[config.mk]
export PLATFORM = sky130hd
export DESIGN_NAME = stcr_text
export DESIGN_NICKNAME = d
export VERILOG_FILES = /design/src/rtl/stcr_pkg.sv /design/src/rtl/stcr_text.sv
export SDC_FILE = /design/constraint.sdc
export NUM_CORES = 1
export LEC_CHECK = 0
export BUFFER_PORTS_ARGS = -buffer_cell sky130_fd_sc_hd__buf_2
export CORE_MARGIN = 2
export CORE_UTILIZATION = 45
export DETAILED_ROUTE_END_ITERATION = 10
export PLACE_DENSITY = 0.64
export SLEW_MARGIN = 20
export SYNTH_ARGS = -nofsm -noshare
export SYNTH_HDL_FRONTEND = slang
export SYNTH_SLANG_ARGS = --single-unit
[constraint.sdc]
create_clock -name clk -period 7.2 [get_ports clk]
set_input_delay 1.8 -clock clk [delete_from_list [all_inputs] [get_ports clk]]
set_output_delay 1.8 -clock clk [all_outputs]
set_load 0.02 [all_outputs]
[src/rtl/stcr_pkg.sv]
// ----------------------------------------------------------------------------
// stcr_pkg: shared types and constants for the scrolling text column renderer
// Request kinds, character codes, sizes and the sequencer state type.
// ----------------------------------------------------------------------------
`default_nettype none
package stcr_pkg;
    localparam int PANEL_WIDTH = 120;
    localparam int MAX_CHARS   = 64;
    localparam int GLYPH_COLS  = 8;
    localparam int GLYPH_GAP   = 1;
    localparam int WIDTH_MAX   = 1023;

    localparam int PW_W  = $clog2(PANEL_WIDTH);       // column address
    localparam int MC_W  = $clog2(MAX_CHARS);         // text address
    localparam int CNT_W = $clog2(MAX_CHARS + 1);     // char count
    localparam int GC_W  = (GLYPH_COLS > 1) ? $clog2(GLYPH_COLS) : 1;
    localparam int GW_W  = $clog2(GLYPH_COLS + 1);    // glyph width
    localparam int GA_W  = 8 + GC_W;                  // font column address

    localparam logic [2:0] KIND_WIDTH  = 3'd0;
    localparam logic [2:0] KIND_COLUMN = 3'd1;
    localparam logic [2:0] KIND_CHAR   = 3'd2;
    localparam logic [2:0] KIND_TICK   = 3'd3;
    localparam logic [2:0] KIND_READ   = 3'd4;

    localparam logic [7:0] CH_BACKSPACE = 8'h08;
    localparam logic [7:0] CH_NEWLINE   = 8'h0A;
    localparam logic [7:0] CH_RETURN    = 8'h0D;

    typedef enum logic [3:0] {
        ST_IDLE,
        ST_CMP_RD,   // read pending/message char for compare
        ST_CMP_CHK,
        ST_COPY_RD,  // copy pending -> message, measure widths
        ST_COPY_WR,
        ST_COPY_W2,
        ST_CLEAR,    // zero the column buffer
        ST_RND_RD,   // fetch message char
        ST_RND_W,    // fetch glyph width
        ST_RND_COL,  // write glyph columns
        ST_READ,
        ST_OUT
    } state_t;
endpackage
`default_nettype wire

[src/rtl/stcr_text.sv]
// ----------------------------------------------------------------------------
// stcr_text: pending line and message text memories
// ----------------------------------------------------------------------------
`default_nettype none
module stcr_text (
    input  wire logic                      clk,
    input  wire logic                      pwr_en,
    input  wire logic [stcr_pkg::MC_W-1:0] pwr_addr,
    input  wire logic [7:0]                pwr_data,
    input  wire logic [stcr_pkg::MC_W-1:0] prd_addr,
    output      logic [7:0]                prd_data,
    input  wire logic                      mwr_en,
    input  wire logic [stcr_pkg::MC_W-1:0] mwr_addr,
    input  wire logic [7:0]                mwr_data,
    input  wire logic [stcr_pkg::MC_W-1:0] mrd_addr,
    output      logic [7:0]                mrd_data
);
    logic [7:0] pend_mem [stcr_pkg::MAX_CHARS];
    logic [7:0] msg_mem  [stcr_pkg::MAX_CHARS];

    always_ff @(posedge clk)
    begin
        if (pwr_en)
        begin
            pend_mem[pwr_addr] <= pwr_data;
        end
        prd_data <= pend_mem[prd_addr];
        if (mwr_en)
        begin
            msg_mem[mwr_addr] <= mwr_data;
        end
        mrd_data <= msg_mem[mrd_addr];
    end
endmodule
`default_nettype wire

**Yosys cells after proc, flatten, opt, wreduce, memory -nomap -nowiden**

Memory sizes are Yosys's and may differ from the RTL's. A register that Yosys moved wholly into a read port is not among the register bits.
Index checks and enable logic that the tools add are counted.

- Bits in registers: 0
- RAM bits: 1024
- Bits of input ports: 43
- Output and inout port bits: 16
- Word-level logic and storage cells: 6
- Memories: 2

- Muxes and demuxes: 4

Memory list:

| name | depth | bits a word | rd ports | clocked after Yosys merged registers in | wr ports | line | RTL |
|---|---|---|---|---|---|---|---|
| msg_mem | 64 | 8 | 1 | 1 | 1 | stcr_text.sv:19 | `logic [7:0] msg_mem [stcr_pkg::MAX_CHARS];` |
| pend_mem | 64 | 8 | 1 | 1 | 1 | stcr_text.sv:18 | `logic [7:0] pend_mem [stcr_pkg::MAX_CHARS];` |

Operators by type and width:

| kind | number |
|---|---|
| two-way mux 1 bit | 4 |

**Longest topological paths before layout**

Gate-level depths: netlist of run 1.

- Word-level depth: 2
- Depth in mapped cells: 10
- Gate-level depth less buffers: 5

**Worst setup path after synthesis of run 1**

No wires, ideal clock.

- Path kind: input-to-reg
- From: input port prd_addr[1] (netlist bit)
- To: register prd_data[1], read port of pend_mem
- Arrival: 3.370 ns
- Required time: 7.070 ns
- Slack: 3.700 ns
- Cell stages on the path: 9
- Path buffers: 4
- Path through: buf_4 > buf_4 > buf_4 > clkbuf_1 > mux4_2 > a21oi_1 > a21oi_1 > o21ai_0 > o31ai_1

RTL lines:

| what | line | RTL |
|---|---|---|
| start, declared | stcr_text.sv:10 | `input wire logic [stcr_pkg::MC_W-1:0] prd_addr,` |
| end, declared | stcr_text.sv:11 | `output logic [7:0] prd_data,` |

==> report_table.html, run 1 <==
<table>
<tr><th>Metric</th><th>Value</th></tr>
<tr><th colspan="2">Floorplan</th></tr>
<tr><td>Floorplan row count</td><td>109</td></tr>
<tr><td>Number of primary I/O pins</td><td>59</td></tr>
<tr><td>Die footprint</td><td>92,000 um^2</td></tr>
<tr><td>Area of the core</td><td>88,500 um^2</td></tr>
<tr><td>Initial standard-cell utilization of the core</td><td>0.455</td></tr>
<tr><td>Height of the die</td><td>303 um</td></tr>
<tr><td>Die boundary width</td><td>303 um</td></tr>
<tr><th colspan="2">Routing</th></tr>
<tr><td>Antenna Violating Nets Remaining</td><td>0</td></tr>
<tr><td>Number of DRC violations after detailed-routing iteration 0</td><td>1,873</td></tr>
<tr><td>Remaining design rule violation count</td><td>0</td></tr>
<tr><td>WL per Instance</td><td>27.4 um</td></tr>
<tr><td>Number of detailed-route iterations in the first pass</td><td>8</td></tr>
<tr><td>Final wirelength</td><td>87,700 um</td></tr>
<tr><td>Detailed-route via count</td><td>18.8k</td></tr>
<tr><td>Ratio of routed vias to standard cells</td><td>5.89</td></tr>
<tr><th colspan="2">STA</th></tr>
<tr><td>Actual transition at the worst max-transition pin</td><td>1.06 ns</td></tr>
<tr><td>Worst hold slack across all endpoints</td><td>0.764 ns</td></tr>
<tr><td>Final count of hold timing violations</td><td>0</td></tr>
<tr><td>Remaining max-slew budget at the tightest pin</td><td>0.292</td></tr>
<tr><td>Max Clk Rate</td><td>0.250 GHz</td></tr>
<tr><td>Number of pins exceeding their max-slew limit in the final report</td><td>0</td></tr>
<tr><td>Aggregate negative setup slack</td><td>0 ns</td></tr>
<tr><td>Max Clock Skew</td><td>0.0275 ns</td></tr>
<tr><td>Unrepaired setup endpoints after global routing</td><td>no</td></tr>
<tr><td>Number of endpoints failing setup at the final stage</td><td>0</td></tr>
<tr><td>Min Tclk post-route</td><td>4.00 ns</td></tr>
<tr><td>Period Utilization, post-route</td><td>0.556</td></tr>
<tr><th colspan="2">Layout</th></tr>
<tr><td>Share of cells above drive strength 1</td><td>0.251</td></tr>
<tr><td>Most used cells in the layout excluding fill and tap cells</td><td>1,024 x sky130_fd_sc_hd__edfxtp_1, 243 x sky130_fd_sc_hd__mux4_2, 134 x sky130_fd_sc_hd__nor2_1</td></tr>
<tr><td>Number of nets in the layout</td><td>1,985</td></tr>
<tr><td>Finished Cell Area</td><td>45,200 um^2</td></tr>
<tr><td>Synthesis-to-layout area growth</td><td>12.1%</td></tr>
<tr><td>Most common cell after layout, fill and taps aside</td><td>sky130_fd_sc_hd__edfxtp_1</td></tr>
<tr><td>Post-layout instance count excluding filler cells</td><td>3,197</td></tr>
<tr><th colspan="2">Pwr</th></tr>
<tr><td>Logic pwr share</td><td>0.048</td></tr>
<tr><td>Proportion of total power due to net switching</td><td>0.210</td></tr>
<tr><td>Worst vdd rail ir drop</td><td>0.227 mV</td></tr>
<tr><td>Cell internal pwr</td><td>10.1 mW</td></tr>
<tr><td>Cell area power density</td><td>282 nW/um^2</td></tr>
<tr><td>Portion of total power attributed to sequential cells</td><td>0.526</td></tr>
<tr><td>P_leak</td><td>14.1 nW</td></tr>
<tr><td>Power consumption</td><td>12.8 mW</td></tr>
<tr><td>Reported net switching power</td><td>2.68 mW</td></tr>
<tr><td>Clk network pwr share</td><td>0.426</td></tr>
<tr><th colspan="2">Setup path</th></tr>
<tr><td>Worst path arrival time</td><td>4.58 ns</td></tr>
<tr><td>Count of buffering cells on the critical path with inverters included</td><td>2</td></tr>
<tr><td>Worst Path Max Fanout</td><td>81</td></tr>
<tr><td>Series of cell instances along the critical path</td><td>buf_6 &gt; buf_4 &gt; mux4_2 &gt; mux2i_1 &gt; a22oi_1 &gt; o221ai_1 &gt; o31ai_1</td></tr>
<tr><td>Type of the setup path with the least slack</td><td>primary input to flip-flop</td></tr>
<tr><td>Dominant delay contributor by cell family on the critical path</td><td>buffers and inverters</td></tr>
<tr><td>Library cell contributing the largest single delay on the critical path</td><td>sky130_fd_sc_hd__buf_6</td></tr>
<tr><td>Highest cell delay on the worst timing path</td><td>0.68 ns</td></tr>
<tr><td>Kind of end point of the critical path</td><td>flip-flop</td></tr>
<tr><td>Critical Path Start Type</td><td>primary input</td></tr>
<tr><td>Crit path required time</td><td>7.78 ns</td></tr>
<tr><th colspan="2">Global route</th></tr>
<tr><td>Initial antenna violation count</td><td>5</td></tr>
<tr><td>Global Route met2 Usage</td><td>0.302</td></tr>
<tr><td>Number of global-route vias before repair</td><td>19.4k</td></tr>
<tr><td>Pin count of the biggest net entering global routing</td><td>94</td></tr>
<tr><td>Global-route wire length before repair</td><td>130,000 um</td></tr>
<tr><td>Global router's overall resource usage</td><td>0.194</td></tr>
<tr><td>Global routing met1 resource utilization</td><td>0.270</td></tr>
<tr><td>Top Usage Layer GRT</td><td>met2</td></tr>
<tr><td>GRT overflow</td><td>0</td></tr>
<tr><td>Routing usage on met3</td><td>0.0484</td></tr>
<tr><th colspan="2">Clock tree</th></tr>
<tr><td>Hold Buf Count CTS</td><td>0</td></tr>
<tr><td>Maximum number of buffers from clock root to sink</td><td>3</td></tr>
<tr><td>Post-cts sizing count</td><td>0</td></tr>
<tr><td>Worst-path clk slew</td><td>0.06 ns</td></tr>
<tr><td>Buffer cell driving the clock tree root</td><td>sky130_fd_sc_hd__clkbuf_16</td></tr>
<tr><td>Clk_lat worst skew</td><td>0.68 ns</td></tr>
<tr><td># H-tree levels</td><td>3</td></tr>
<tr><td>Cts bufs inserted</td><td>104</td></tr>
<tr><td>Clock sinks</td><td>1,040</td></tr>
<tr><td>TritonCTS clock tree</td><td>done</td></tr>
<tr><td>Post-CTS setup buffer count</td><td>0</td></tr>
<tr><th colspan="2">Run</th></tr>
<tr><td>Number of maximum-capacitance violations</td><td>0</td></tr>
<tr><th colspan="2">Yosys</th></tr>
<tr><td>Main flop type after synthesis</td><td>sky130_fd_sc_hd__edfxtp_1</td></tr>
<tr><td>Largest family of logic cells by synthesized area</td><td>multiplexers</td></tr>
<tr><td>Xor and xnor fraction of the mapped netlist area</td><td>0</td></tr>
<tr><td>Register area share after synthesis</td><td>0.771</td></tr>
<tr><td>Post-synthesis compound-gate area fraction</td><td>0.0239</td></tr>
<tr><td>Adder and majority gate portion of the synthesized area</td><td>0</td></tr>
<tr><td>Simple-gate portion of the synthesized area</td><td>0.0288</td></tr>
<tr><td>Share of cell area taken by muxes after synthesis</td><td>0.161</td></tr>
<tr><td>Synth cell types</td><td>55</td></tr>
<tr><td>Gate count after technology mapping</td><td>1,854</td></tr>
<tr><td>Post-synth EDFFs</td><td>1,024</td></tr>
<tr><td>Number of warnings reported in the yosys synthesis log</td><td>0</td></tr>
<tr><td>Post-synth net total</td><td>1,897</td></tr>
<tr><td>Async SR Flop Fraction</td><td>0</td></tr>
<tr><td>Post-synthesis sequential element count</td><td>1,040</td></tr>
<tr><td>Syn avg cell area</td><td>21.7 um^2</td></tr>
<tr><td>Post-Synthesis Cell Area</td><td>40,300 um^2</td></tr>
<tr><th colspan="2">Run status</th></tr>
<tr><td>Result of the run</td><td>finished, final reports clean</td></tr>
<tr><th colspan="2">Min path</th></tr>
<tr><td>Worst hold path class</td><td>flip-flop to flip-flop</td></tr>
<tr><th colspan="2">Placement</th></tr>
<tr><td>Placed instance count</td><td>3,001</td></tr>
<tr><td>Input/output buffers</td><td>58</td></tr>
<tr><td>Post-DP HPWL</td><td>51,400 um</td></tr>
<tr><td>Placer Congestion</td><td>0.834</td></tr>
<tr><td>Post-Place Cell Area</td><td>41,700 um^2</td></tr>
</table>
## final timing paths
path / end / startpoint / slack [ns] / depth (start not counted)
worst max-delay path: prd_data[5] / prd_addr[1] / 3.20 / 7
worst min-delay path: prd_data[2] / pend_mem[34][2] / 0.76 / 4
worst max register to register: prd_data[6] / pend_mem[3][6] / 5.12 / 4
worst min register to register: prd_data[2] / pend_mem[34][2] / 0.76 / 4
## registers in the layout, summed over array words and instances, names as in the netlist
signal    flops
msg_mem     512
pend_mem    512
mrd_data      8
prd_data      8
## power by group through the flow
stage	logic [mW]	registers, mW	clock network, mW
CTS	0.615	6.72	5.52
finish	0.611	6.72	5.44
global route	0.651	6.72	5.75
detailed placement	0.614	6.85	0
global placement	0.597	6.85	0
floorplan	0.349	6.85	0
## kinds of logic (layout without fill, tap and decap cells)
group	after synthesis	count (layout)
compound gates	135	135
other cells	0	3
mux	326	326
flops	1040	1040
buf+inv	105	280
simple gates	248	248
## final cells by class
class	instances	area (um^2)
Multi-Input combinational cell	709	8650
Clock buffer	127	2760
Sequential cell	1040	31100
Tap cell	1165	1460
Fill cell	6821	43300
Timing Repair Buffer	84	553
Clock inverter	66	692
Inverter	3	11.3
Antenna cell	3	7.51
## synthesized netlist by cell type, types with 13 or more instances
| cell | number | area, um^2 |
|---|---|---|
| sky130_fd_sc_hd__a21oi_1 | 29 | 145 |
| sky130_fd_sc_hd__mux2i_1 | 59 | 591 |
| sky130_fd_sc_hd__dfxtp_1 | 16 | 320 |
| sky130_fd_sc_hd__edfxtp_1 | 1024 | 30700 |
| sky130_fd_sc_hd__nor2b_1 | 31 | 194 |
| sky130_fd_sc_hd__clkbuf_1 | 27 | 101 |
| sky130_fd_sc_hd__buf_4 | 20 | 150 |
| sky130_fd_sc_hd__a22oi_1 | 15 | 113 |
| sky130_fd_sc_hd__nor2_1 | 134 | 503 |
| sky130_fd_sc_hd__nand3_1 | 18 | 90.1 |
| sky130_fd_sc_hd__buf_2 | 37 | 185 |
| sky130_fd_sc_hd__mux4_2 | 243 | 5470 |
| sky130_fd_sc_hd__mux2_2 | 13 | 146 |
| sky130_fd_sc_hd__nand2_1 | 23 | 86.3 |
| sky130_fd_sc_hd__o221ai_1 | 21 | 184 |
## routing by layer
metal	routed length (um)	part of all wire
met1	36500	0.42
met2	41800	0.48
met3	6900	0.079
met4	2420	0.028
met5	21	0.00024
## tightest hold or removal path, stage by stage, from the launching register on
cell and delay (ns):
sky130_fd_sc_hd__edfxtp_1 0.32, sky130_fd_sc_hd__mux2_2 0.16, sky130_fd_sc_hd__a221o_1 0.13, sky130_fd_sc_hd__o21ai_0 0.08
sky130_fd_sc_hd__o31ai_1 0.06
## stage by stage
stage / setup slack, ns / util
final: 3.20 / 0.511
after global routing: 2.99 / 0.511
after CTS: 3.26 / 0.510
after detailed placement: 2.55 / 0.471
after global placement: 2.19 / 0.470
after floorplan: 3.70 / -
(Power assumes the default switching activity.)
==> inputs of run 2 (changes only) <==
clock period = 4.09 ns   (was 7.2 ns; I/O delays follow)
==> run 2 against run 1 <==
Combinational power grew 82%. First-iteration DRC count grew 3.8%. Core utilization increased by 0.71 points. Cell count is 2.3% higher. Register-to-register slack worse by 3.2 ns. Global-route usage about the same. Non-clock buffer count up 78. Count of clock-buffer cells in the layout is 4 lower. Highest routed layer unchanged. Die area did not move. Largest cell class unchanged. Clock power grew 75%. Via count up 1.9%. Largest power group unchanged. Routed wire length increased by 0.26%.
==> report_table.html, run 2 (synthesis gave the netlist of run 1 again) <==
<table>
<tr><th>Metric</th><th>Value</th></tr>
<tr><th colspan="2">Run status</th></tr>
<tr><td>Result of the run</td><td>finished, final reports clean (unchanged)</td></tr>
<tr><th colspan="2">Setup path</th></tr>
<tr><td>Kind of end point of the critical path</td><td>flip-flop (unchanged)</td></tr>
<tr><td>Dominant delay contributor by cell family on the critical path</td><td>buffers and inverters (unchanged)</td></tr>
<tr><td>Series of cell instances along the critical path</td><td>buf_6 &gt; buf_4 &gt; mux4_2 &gt; a2111oi_0 &gt; buf_4 &gt; o31ai_1 (was buf_6 &gt; buf_4 &gt; mux4_2 &gt; mux2i_1 &gt; a22oi_1 &gt; o221ai_1 &gt; o31ai_1)</td></tr>
<tr><td>Critical Path Start Type</td><td>primary input (unchanged)</td></tr>
<tr><td>Cell repeated most along the worst path</td><td>sky130_fd_sc_hd__buf_4</td></tr>
<tr><td>Library cell contributing the largest single delay on the critical path</td><td>sky130_fd_sc_hd__a2111oi_0 (was sky130_fd_sc_hd__buf_6)</td></tr>
<tr><td>Crit path required time</td><td>4.63 ns (was 7.78 ns)</td></tr>
<tr><td>Highest cell delay on the worst timing path</td><td>0.81 ns (was 0.68 ns)</td></tr>
<tr><td>Type of the setup path with the least slack</td><td>primary input to flip-flop (unchanged)</td></tr>
<tr><td>Count of buffering cells on the critical path with inverters included</td><td>3 (was 2)</td></tr>
<tr><td>Worst Path Max Fanout</td><td>42 (was 81)</td></tr>
<tr><td>Worst path arrival time</td><td>3.45 ns (was 4.58 ns)</td></tr>
<tr><th colspan="2">Global route</th></tr>
<tr><td>Global-route wire length before repair</td><td>130,000 um (about the same)</td></tr>
<tr><td>Global Route met2 Usage</td><td>0.307 (was 0.302)</td></tr>
<tr><td>Top Usage Layer GRT</td><td>met2 (unchanged)</td></tr>
<tr><td>GRT overflow</td><td>0 (unchanged)</td></tr>
<tr><td>Global routing met1 resource utilization</td><td>0.270 (about the same)</td></tr>
<tr><td>Global router's overall resource usage</td><td>0.193 (was 0.194)</td></tr>
<tr><td>Routing usage on met3</td><td>0.0428 (was 0.0484)</td></tr>
<tr><td>Pin count of the biggest net entering global routing</td><td>67 (was 94)</td></tr>
<tr><td>Number of global-route vias before repair</td><td>19.6k (was 19.4k)</td></tr>
<tr><td>Initial antenna violation count</td><td>4 (was 5)</td></tr>
<tr><th colspan="2">Clock tree</th></tr>
<tr><td>Worst-path clk slew</td><td>0.06 ns (about the same)</td></tr>
<tr><td>Post-cts sizing count</td><td>0 (unchanged)</td></tr>
<tr><td>TritonCTS clock tree</td><td>done (unchanged)</td></tr>
<tr><td>Maximum number of buffers from clock root to sink</td><td>3 (unchanged)</td></tr>
<tr><td>Cts bufs inserted</td><td>103 (was 104)</td></tr>
<tr><td>Clk_lat worst skew</td><td>0.66 ns (was 0.68 ns)</td></tr>
<tr><td>Post-CTS setup buffer count</td><td>0 (unchanged)</td></tr>
<tr><td>Buffer cell driving the clock tree root</td><td>sky130_fd_sc_hd__clkbuf_16 (unchanged)</td></tr>
<tr><td>Clock sinks</td><td>1,040 (unchanged)</td></tr>
<tr><td>Hold Buf Count CTS</td><td>0 (unchanged)</td></tr>
<tr><td># H-tree levels</td><td>3 (unchanged)</td></tr>
<tr><th colspan="2">Pwr</th></tr>
<tr><td>Portion of total power attributed to sequential cells</td><td>0.527 (was 0.526)</td></tr>
<tr><td>Clk network pwr share</td><td>0.424 (was 0.426)</td></tr>
<tr><td>P_leak</td><td>14.5 nW (was 14.1 nW)</td></tr>
<tr><td>Worst vdd rail ir drop</td><td>0.354 mV (was 0.227 mV)</td></tr>
<tr><td>Reported net switching power</td><td>4.64 mW (was 2.68 mW)</td></tr>
<tr><td>Proportion of total power due to net switching</td><td>0.207 (was 0.210)</td></tr>
<tr><td>Cell internal pwr</td><td>17.8 mW (was 10.1 mW)</td></tr>
<tr><td>Cell area power density</td><td>490 nW/um^2 (was 282 nW/um^2)</td></tr>
<tr><td>Logic pwr share</td><td>0.049 (was 0.048)</td></tr>
<tr><th colspan="2">Layout</th></tr>
<tr><td>Fillers</td><td>6,776 (was 6,821)</td></tr>
<tr><td>Most used cells in the layout excluding fill and tap cells</td><td>1,024 x sky130_fd_sc_hd__edfxtp_1, 243 x sky130_fd_sc_hd__mux4_2, 134 x sky130_fd_sc_hd__nor2_1 (unchanged)</td></tr>
<tr><td>Multi-input combinational cell area</td><td>8630 um^2 (was 8650 um^2)</td></tr>
<tr><td>Synthesis-to-layout area growth</td><td>13.7% (was 12.1%)</td></tr>
<tr><td>Number of nets in the layout</td><td>2,062 (was 1,985)</td></tr>
<tr><td>Most common cell after layout, fill and taps aside</td><td>sky130_fd_sc_hd__edfxtp_1 (unchanged)</td></tr>
<tr><td>Final design utilization</td><td>0.518 (was 0.511)</td></tr>
<tr><td>Share of cells above drive strength 1</td><td>0.274 (was 0.251)</td></tr>
<tr><td>Regs by FF count</td><td>msg_mem (512), pend_mem (512) (unchanged)</td></tr>
<tr><td>Area taken by flip-flops and latches</td><td>31,100 um^2 (unchanged)</td></tr>
<tr><th colspan="2">Run</th></tr>
<tr><td>Number of maximum-capacitance violations</td><td>0 (unchanged)</td></tr>
<tr><th colspan="2">STA</th></tr>
<tr><td>Min Tclk post-route</td><td>2.91 ns</td></tr>
<tr><td>Number of pins exceeding their max-slew limit in the final report</td><td>0 (unchanged)</td></tr>
<tr><td>Actual transition at the worst max-transition pin</td><td>1.12 ns (was 1.06 ns)</td></tr>
<tr><td>Aggregate negative setup slack</td><td>0 ns (unchanged)</td></tr>
<tr><td>Worst hold slack across all endpoints</td><td>0.765 ns (was 0.764 ns)</td></tr>
<tr><td>Period Utilization, post-route</td><td>0.712</td></tr>
<tr><td>Final setup margin</td><td>1.18 ns (was 3.20 ns)</td></tr>
<tr><td>Final count of hold timing violations</td><td>0 (unchanged)</td></tr>
<tr><td>Max Clk Rate</td><td>0.343 GHz</td></tr>
<tr><td>Unrepaired setup endpoints after global routing</td><td>no (unchanged)</td></tr>
<tr><td>Remaining max-slew budget at the tightest pin</td><td>0.232 (was 0.292)</td></tr>
<tr><td>Max Clock Skew</td><td>0.0219 ns (was 0.0275 ns)</td></tr>
<tr><td>Number of endpoints failing setup at the final stage</td><td>0 (unchanged)</td></tr>
<tr><th colspan="2">Placement</th></tr>
<tr><td>Post-DP HPWL</td><td>53,900 um (was 51,400 um)</td></tr>
<tr><td>Worst setup slack after placement</td><td>0.403 ns (was 2.55 ns)</td></tr>
<tr><td>Input/output buffers</td><td>58 (unchanged)</td></tr>
<tr><td>Placer Congestion</td><td>0.807 (was 0.834)</td></tr>
<tr><th colspan="2">Routing</th></tr>
<tr><td>Final wirelength</td><td>87,900 um (was 87,700 um)</td></tr>
<tr><td>Detailed-route via count</td><td>19.2k (was 18.8k)</td></tr>
<tr><td>Number of detailed-route iterations in the first pass</td><td>5 (was 8)</td></tr>
<tr><td>Antenna Violating Nets Remaining</td><td>0 (unchanged)</td></tr>
<tr><td>WL per Instance</td><td>26.9 um (was 27.4 um)</td></tr>
<tr><td>Ratio of routed vias to standard cells</td><td>5.86 (was 5.89)</td></tr>
<tr><td>Remaining design rule violation count</td><td>0 (unchanged)</td></tr>
<tr><td>Number of DRC violations after detailed-routing iteration 0</td><td>1,945 (was 1,873)</td></tr>
<tr><th colspan="2">Min path</th></tr>
<tr><td>Worst hold path class</td><td>flip-flop to flip-flop (unchanged)</td></tr>
<tr><th colspan="2">Floorplan</th></tr>
<tr><td>Number of primary I/O pins</td><td>59 (unchanged)</td></tr>
<tr><td>Die footprint</td><td>92,000 um^2 (unchanged)</td></tr>
<tr><td>Floorplan row count</td><td>109 (unchanged)</td></tr>
<tr><td>Height of the die</td><td>303 um (unchanged)</td></tr>
<tr><td>Area of the core</td><td>88,500 um^2 (unchanged)</td></tr>
<tr><td>Initial standard-cell utilization of the core</td><td>0.455 (unchanged)</td></tr>
<tr><td>Die boundary width</td><td>303 um (unchanged)</td></tr>
</table>
[run 2: cell count changes in the layout (fill, tap and decap cells not counted), moves of 2 or more]
cell	change
sky130_fd_sc_hd__inv_6	+4
sky130_fd_sc_hd__clkinv_2	-7
sky130_fd_sc_hd__bufinv_16	+2
sky130_fd_sc_hd__clkbuf_8	-3
sky130_fd_sc_hd__clkdlybuf4s18_2	-3
sky130_fd_sc_hd__a2111oi_0	+5
sky130_fd_sc_hd__clkinv_1	+6
sky130_fd_sc_hd__diode_2	-2
sky130_fd_sc_hd__a2111oi_1	-4
sky130_fd_sc_hd__nor3_2	-2
sky130_fd_sc_hd__nor3_1	+2
sky130_fd_sc_hd__buf_12	+10
sky130_fd_sc_hd__buf_4	+71
[run 2: worst register-to-register path, cell delays in order, from the launching register on]
cell                        delay [ns]
sky130_fd_sc_hd__edfxtp_1         0.37
sky130_fd_sc_hd__mux4_2           0.45
sky130_fd_sc_hd__nor2b_1          0.15
sky130_fd_sc_hd__a2111oi_0        0.97
sky130_fd_sc_hd__o31ai_1          0.11
[run 2: worst paths after layout]
| kind | startpoint | to | slack [ns] | depth (start not counted) |
|---|---|---|---|---|
| max reg2reg | pend_mem[2][5] | prd_data[5] | 1.88 | 4 |
| max | prd_addr[0] | prd_data[6] | 1.18 | 6 |
| min | pend_mem[32][1] | prd_data[1] | 0.76 | 4 |
| min reg2reg | pend_mem[32][1] | prd_data[1] | 0.76 | 4 |
[run 2: power groups by stage]
stage / clock network [mW] / logic [mW] / registers, mW
6_report: 9.51 / 1.11 / 11.8
5_1_grt: 10.1 / 1.18 / 11.8
4_1_cts: 9.67 / 1.11 / 11.8
3_5_place_dp: 0 / 1.11 / 12.1
3_3_place_gp: 0 / 1.09 / 12.1
2_1_floorplan: 0 / 0.615 / 12.1
[run 2: metal layers]
layer | part of all wire | vias to the layer above
li1 | - | 8145
met1 | 0.42 | 10163
met2 | 0.49 | 695
met3 | 0.070 | 165
met4 | 0.026 | 6
met5 | 0.00089 | -
[run 2: final cells by class]
class,count,share of cell area
Antenna cell,1,0.0000546
Clock buffer,123,0.0588
Clock inverter,67,0.0155
Inverter,3,0.000246
Multi-Input combinational cell,709,0.188
Sequential cell,1040,0.678
Tap cell,1165,0.0318
Timing Repair Buffer,162,0.0274
[run 2: stage by stage]
stage	power [mW]	area (um^2)	instances
after floorplan	12.7	40300	1854
after global placement	13.1	42400	3077
after detailed placement	13.2	42400	3078
after CTS	22.6	45800	3268
after global routing	23.1	45800	3270
final	22.4	45800	3270
==> inputs of run 3 (changes only) <==
ABC_AREA = 1   (was default)
PLACE_DENSITY = 0.66   (was 0.64)
clock period = 2.4 ns   (was 4.09 ns; I/O delays follow)
==> run 3 against run 2 <==
Sequential power grew 71%. Clock skew rose by 0.026 ns. Core utilization about the same. Worst setup slack got worse by 0.70 ns. Die area increased by 5.4%. Synthesized area is 5.5% higher. First-iteration DRC count is 56% higher. Synthesized cell count grew 95%. Sequential cell count unchanged. Combinational power grew 130%. Power is 69% higher.
==> report_table.html, run 3 <==
<table>
<tr><th>Metric</th><th>Value</th></tr>
<tr><th colspan="2">Min path</th></tr>
<tr><td>Number of cells on the worst hold path</td><td>3 (was 4)</td></tr>
<tr><td>Worst hold path class</td><td>primary input to flip-flop (was flip-flop to flip-flop)</td></tr>
<tr><td>Origin of the worst min-delay path</td><td>mrd_addr[5] (was pend_mem[32][1])</td></tr>
<tr><td>Hold EP</td><td>mrd_data[0] (was prd_data[1])</td></tr>
<tr><th colspan="2">Layout</th></tr>
<tr><td>Most used cells in the layout excluding fill and tap cells</td><td>1,306 x sky130_fd_sc_hd__nand2_1, 1,024 x sky130_fd_sc_hd__edfxtp_1, 877 x sky130_fd_sc_hd__nand3_1 (was 1,024 x sky130_fd_sc_hd__edfxtp_1, 243 x sky130_fd_sc_hd__mux4_2, 134 x sky130_fd_sc_hd__nor2_1)</td></tr>
<tr><td>Synthesis-to-layout area growth</td><td>13.9% (was 13.7%)</td></tr>
<tr><td>Regs by FF count</td><td>msg_mem (512), pend_mem (512) (unchanged)</td></tr>
<tr><td>Finished Cell Area</td><td>48,400 um^2 (was 45,800 um^2)</td></tr>
<tr><td>Multi-input combinational cell area</td><td>9880 um^2 (was 8630 um^2)</td></tr>
<tr><td>Area taken by flip-flops and latches</td><td>31,100 um^2 (unchanged)</td></tr>
<tr><td>Share of cells above drive strength 1</td><td>0.109 (was 0.274)</td></tr>
<tr><td>Most common cell after layout, fill and taps aside</td><td>sky130_fd_sc_hd__nand2_1 (was sky130_fd_sc_hd__edfxtp_1)</td></tr>
<tr><td>Fillers</td><td>7,970 (was 6,776)</td></tr>
<tr><td>Number of nets in the layout</td><td>3,835 (was 2,062)</td></tr>
<tr><th colspan="2">STA</th></tr>
<tr><td>Period Utilization, post-route</td><td>0.803</td></tr>
<tr><td>Unrepaired setup endpoints after global routing</td><td>no (unchanged)</td></tr>
<tr><td>Min Tclk post-route</td><td>1.93 ns</td></tr>
<tr><td>Number of endpoints failing setup at the final stage</td><td>0 (unchanged)</td></tr>
<tr><td>Final count of hold timing violations</td><td>0 (unchanged)</td></tr>
<tr><td>Max Clk Rate</td><td>0.519 GHz</td></tr>
<tr><td>Actual transition at the worst max-transition pin</td><td>0.775 ns (was 1.12 ns)</td></tr>
<tr><td>Aggregate negative setup slack</td><td>0 ns (unchanged)</td></tr>
<tr><td>Number of pins exceeding their max-slew limit in the final report</td><td>0 (unchanged)</td></tr>
<tr><td>Max Clock Skew</td><td>0.0482 ns (was 0.0219 ns)</td></tr>
<tr><td>Remaining max-slew budget at the tightest pin</td><td>0.483 (was 0.232)</td></tr>
<tr><th colspan="2">Floorplan</th></tr>
<tr><td>Die footprint</td><td>97,000 um^2 (was 92,000 um^2)</td></tr>
<tr><td>Number of primary I/O pins</td><td>59 (unchanged)</td></tr>
<tr><td>Die boundary width</td><td>311 um (was 303 um)</td></tr>
<tr><td>Height of the die</td><td>311 um (was 303 um)</td></tr>
<tr><td>Floorplan row count</td><td>112 (was 109)</td></tr>
<tr><td>Initial standard-cell utilization of the core</td><td>0.455 (about the same)</td></tr>
<tr><td>Area of the core</td><td>93,500 um^2 (was 88,500 um^2)</td></tr>
<tr><th colspan="2">Setup path</th></tr>
<tr><td>Worst path arrival time</td><td>1.33 ns (was 3.45 ns)</td></tr>
<tr><td>Worst setup slack for register-to-register paths</td><td>0.99 ns (was 1.88 ns)</td></tr>
<tr><td>Startpoint of the worst register-to-register path</td><td>pend_mem[51][3] (was pend_mem[2][5])</td></tr>
<tr><td>Highest cell delay on the worst timing path</td><td>0.43 ns (was 0.81 ns)</td></tr>
<tr><td>Count of buffering cells on the critical path with inverters included</td><td>1 (was 3)</td></tr>
<tr><td>Critical Path Start Type</td><td>flip-flop (was primary input)</td></tr>
<tr><td>Dominant delay contributor by cell family on the critical path</td><td>flip-flops (was buffers and inverters)</td></tr>
<tr><td>Kind of end point of the critical path</td><td>output port (was flip-flop)</td></tr>
<tr><td>Series of cell instances along the critical path</td><td>buf_2 (was buf_6 &gt; buf_4 &gt; mux4_2 &gt; a2111oi_0 &gt; buf_4 &gt; o31ai_1)</td></tr>
<tr><td>Type of the setup path with the least slack</td><td>flip-flop to output port (was primary input to flip-flop)</td></tr>
<tr><td>Library cell contributing the largest single delay on the critical path</td><td>sky130_fd_sc_hd__dfxtp_1 (was sky130_fd_sc_hd__a2111oi_0)</td></tr>
<tr><td>Worst r2r path cells</td><td>8 (was 4)</td></tr>
<tr><td>Worst Path Max Fanout</td><td>1 (was 42)</td></tr>
<tr><td>Crit path required time</td><td>1.80 ns (was 4.63 ns)</td></tr>
<tr><td>R2r endpoint</td><td>prd_data[3] (was prd_data[5])</td></tr>
<tr><th colspan="2">Clock tree</th></tr>
<tr><td>Maximum number of buffers from clock root to sink</td><td>3 (unchanged)</td></tr>
<tr><td>Post-CTS setup buffer count</td><td>0 (unchanged)</td></tr>
<tr><td># H-tree levels</td><td>3 (unchanged)</td></tr>
<tr><td>TritonCTS clock tree</td><td>done (unchanged)</td></tr>
<tr><td>Hold Buf Count CTS</td><td>0 (unchanged)</td></tr>
<tr><td>Buffer cell driving the clock tree root</td><td>sky130_fd_sc_hd__clkbuf_16 (unchanged)</td></tr>
<tr><td>Cts bufs inserted</td><td>104 (was 103)</td></tr>
<tr><td>Worst-path clk slew</td><td>0.06 ns (about the same)</td></tr>
<tr><td>Clk_lat worst skew</td><td>0.69 ns (was 0.66 ns)</td></tr>
<tr><td>Clock sinks</td><td>1,040 (unchanged)</td></tr>
<tr><td>Post-cts sizing count</td><td>0 (unchanged)</td></tr>
<tr><th colspan="2">Placement</th></tr>
<tr><td>Input/output buffers</td><td>58 (unchanged)</td></tr>
<tr><td>Post-Place Cell Area</td><td>45,300 um^2 (was 42,400 um^2)</td></tr>
<tr><td>Placer Congestion</td><td>0.873 (was 0.807)</td></tr>
<tr><td>Post-DP HPWL</td><td>62,800 um (was 53,900 um)</td></tr>
<tr><th colspan="2">Global route</th></tr>
<tr><td>Initial antenna violation count</td><td>5 (was 4)</td></tr>
<tr><td>Global router's overall resource usage</td><td>0.215 (was 0.193)</td></tr>
<tr><td>Number of global-route vias before repair</td><td>26.6k (was 19.6k)</td></tr>
<tr><td>Pin count of the biggest net entering global routing</td><td>98 (was 67)</td></tr>
<tr><td>GRT overflow</td><td>0 (unchanged)</td></tr>
<tr><td>Global-route wire length before repair</td><td>161,000 um (was 130,000 um)</td></tr>
<tr><th colspan="2">Yosys</th></tr>
<tr><td>List of most frequent post-synthesis cells</td><td>1,306 x sky130_fd_sc_hd__nand2_1, 1,024 x sky130_fd_sc_hd__edfxtp_1, 877 x sky130_fd_sc_hd__nand3_1 (was 1,024 x sky130_fd_sc_hd__edfxtp_1, 243 x sky130_fd_sc_hd__mux4_2, 134 x sky130_fd_sc_hd__nor2_1)</td></tr>
<tr><td>Most repeated cell in the gate-level netlist after synthesis</td><td>sky130_fd_sc_hd__nand2_1 (was sky130_fd_sc_hd__edfxtp_1)</td></tr>
<tr><td>Register area share after synthesis</td><td>0.731 (was 0.771)</td></tr>
<tr><td>Async SR Flop Fraction</td><td>0 (unchanged)</td></tr>
<tr><td>Post-synth top area share</td><td>0.723 (was 0.763)</td></tr>
<tr><td>Syn avg cell area</td><td>11.7 um^2 (was 21.7 um^2)</td></tr>
<tr><td>Post-synthesis sequential element count</td><td>1,040 (unchanged)</td></tr>
<tr><td>Post-synth EDFFs</td><td>1,024 (unchanged)</td></tr>
<tr><td>Gate count after technology mapping</td><td>3,623 (was 1,854)</td></tr>
<tr><td>Post-synth net total</td><td>3,666 (was 1,897)</td></tr>
<tr><td>Post-Synthesis Cell Area</td><td>42,500 um^2 (was 40,300 um^2)</td></tr>
<tr><td>Number of warnings reported in the yosys synthesis log</td><td>0 (unchanged)</td></tr>
<tr><td>Main flop type after synthesis</td><td>sky130_fd_sc_hd__edfxtp_1 (unchanged)</td></tr>
<tr><td>Synth cell types</td><td>16 (was 55)</td></tr>
<tr><td>Top cells by area in the synthesized netlist</td><td>sky130_fd_sc_hd__edfxtp_1 72%, sky130_fd_sc_hd__nand2_1 12%, sky130_fd_sc_hd__nand3_1 10% (was sky130_fd_sc_hd__edfxtp_1 76%, sky130_fd_sc_hd__mux4_2 14%, sky130_fd_sc_hd__mux2i_1 1.5%)</td></tr>
<tr><td>Cell taking the most area after synthesis</td><td>sky130_fd_sc_hd__edfxtp_1 (unchanged)</td></tr>
<tr><th colspan="2">Routing</th></tr>
<tr><td>Number of detailed-route iterations in the first pass</td><td>6 (was 5)</td></tr>
<tr><td>Detailed-route via count</td><td>27.6k (was 19.2k)</td></tr>
<tr><td>Antenna Violating Nets Remaining</td><td>0 (unchanged)</td></tr>
<tr><td>Remaining design rule violation count</td><td>0 (unchanged)</td></tr>
<tr><td>Number of DRC violations after detailed-routing iteration 0</td><td>3,027 (was 1,945)</td></tr>
<tr><td>WL per Instance</td><td>20.5 um (was 26.9 um)</td></tr>
<tr><td>Final wirelength</td><td>105,000 um (was 87,900 um)</td></tr>
<tr><td>Ratio of routed vias to standard cells</td><td>5.37 (was 5.86)</td></tr>
<tr><th colspan="2">Pwr</th></tr>
<tr><td>Cell internal pwr</td><td>29.2 mW (was 17.8 mW)</td></tr>
<tr><td>P_leak</td><td>17.7 nW (was 14.5 nW)</td></tr>
<tr><td>Proportion of total power due to net switching</td><td>0.228 (was 0.207)</td></tr>
<tr><td>Reported net switching power</td><td>8.63 mW (was 4.64 mW)</td></tr>
<tr><td>Worst vdd rail ir drop</td><td>0.636 mV (was 0.354 mV)</td></tr>
<tr><td>Clk network pwr share</td><td>0.401 (was 0.424)</td></tr>
<tr><td>Cell area power density</td><td>781 nW/um^2 (was 490 nW/um^2)</td></tr>
<tr><td>Logic pwr share</td><td>0.066 (was 0.049)</td></tr>
<tr><td>Portion of total power attributed to sequential cells</td><td>0.533 (was 0.527)</td></tr>
<tr><th colspan="2">Run status</th></tr>
<tr><td>Result of the run</td><td>finished, final reports clean (unchanged)</td></tr>
<tr><th colspan="2">Run</th></tr>
<tr><td>Number of maximum-capacitance violations</td><td>0 (unchanged)</td></tr>
</table>
run 3: changes by cell type after synthesis, moves of 25 or more:
cell,before,now
sky130_fd_sc_hd__buf_6,5,48
sky130_fd_sc_hd__nand2_1,23,1306
sky130_fd_sc_hd__nor2b_1,31,0
sky130_fd_sc_hd__buf_2,37,103
sky130_fd_sc_hd__inv_1,3,28
sky130_fd_sc_hd__a21oi_1,29,0
sky130_fd_sc_hd__mux4_2,243,0
sky130_fd_sc_hd__nand3_1,18,877
sky130_fd_sc_hd__mux2i_1,59,0
run 3: tightest hold or removal path: cells and delay by family:
family | cells | cell delay (ns)
buffers and inverters | 1 | 0.17
AND/OR/NAND/NOR | 2 | 0.14
run 3: stage by stage:
stage	utilization	worst slack [ns]	total power [mW]	hold slack, ns	std cells
global route	0.518	0.430	39.0	0.256	5134
global placement	0.484	0.204	23.0	0.780	4940
finish	0.518	0.473	37.8	0.269	5137
detailed placement	0.484	0.182	23.0	0.784	4940
CTS	0.518	0.414	38.1	0.227	5131
floorplan	-	0.503	21.9	0.699	3623
run 3: logic make-up after synthesis:
family                 synth area share
flip-flops                        0.731
buffers and inverters            0.0370
AND/OR/NAND/NOR                   0.232
run 3: worst max-delay path by stage:
stage / startpoint / endpoint / slack (ns) / cells after the start
3_5_place_dp: prd_addr[0] / prd_data[3] / 0.18 / 12
3_3_place_gp: prd_addr[0] / prd_data[3] / 0.20 / 12
4_1_cts: mrd_data[0] / mrd_data[0] / 0.41 / 1
2_1_floorplan: pwr_en / pend_mem[16][0] / 0.50 / 3
6_report: mrd_data[0] / mrd_data[0] / 0.47 / 1
5_1_grt: mrd_data[0] / mrd_data[0] / 0.43 / 1
run 3: area by class of cell:
type | instances | share of cell area
clock inverter | 54 | 0.00852
tap | 1254 | 0.0324
sequential | 1040 | 0.641
multi-input combinational | 2331 | 0.204
antenna | 6 | 0.000310
inverter | 32 | 0.00279
timing repair buffer | 283 | 0.0539
clock buffer | 137 | 0.0567
run 3: power by group through the flow:
stage | clock network [mW] | logic [mW] | registers (mW)
2_1_floorplan | 0 | 1.37 | 20.6
3_3_place_gp | 0 | 2.48 | 20.5
3_5_place_dp | 0 | 2.49 | 20.5
4_1_cts | 15.4 | 2.50 | 20.2
5_1_grt | 16.1 | 2.73 | 20.2
6_report | 15.2 | 2.50 | 20.2
run 3: routing by layer:
metal,part of all wire,global-route usage
met2,0.49,0.356
met1,0.41,0.291
met5,0,0
met4,0.026,0.0677
met3,0.070,0.0361
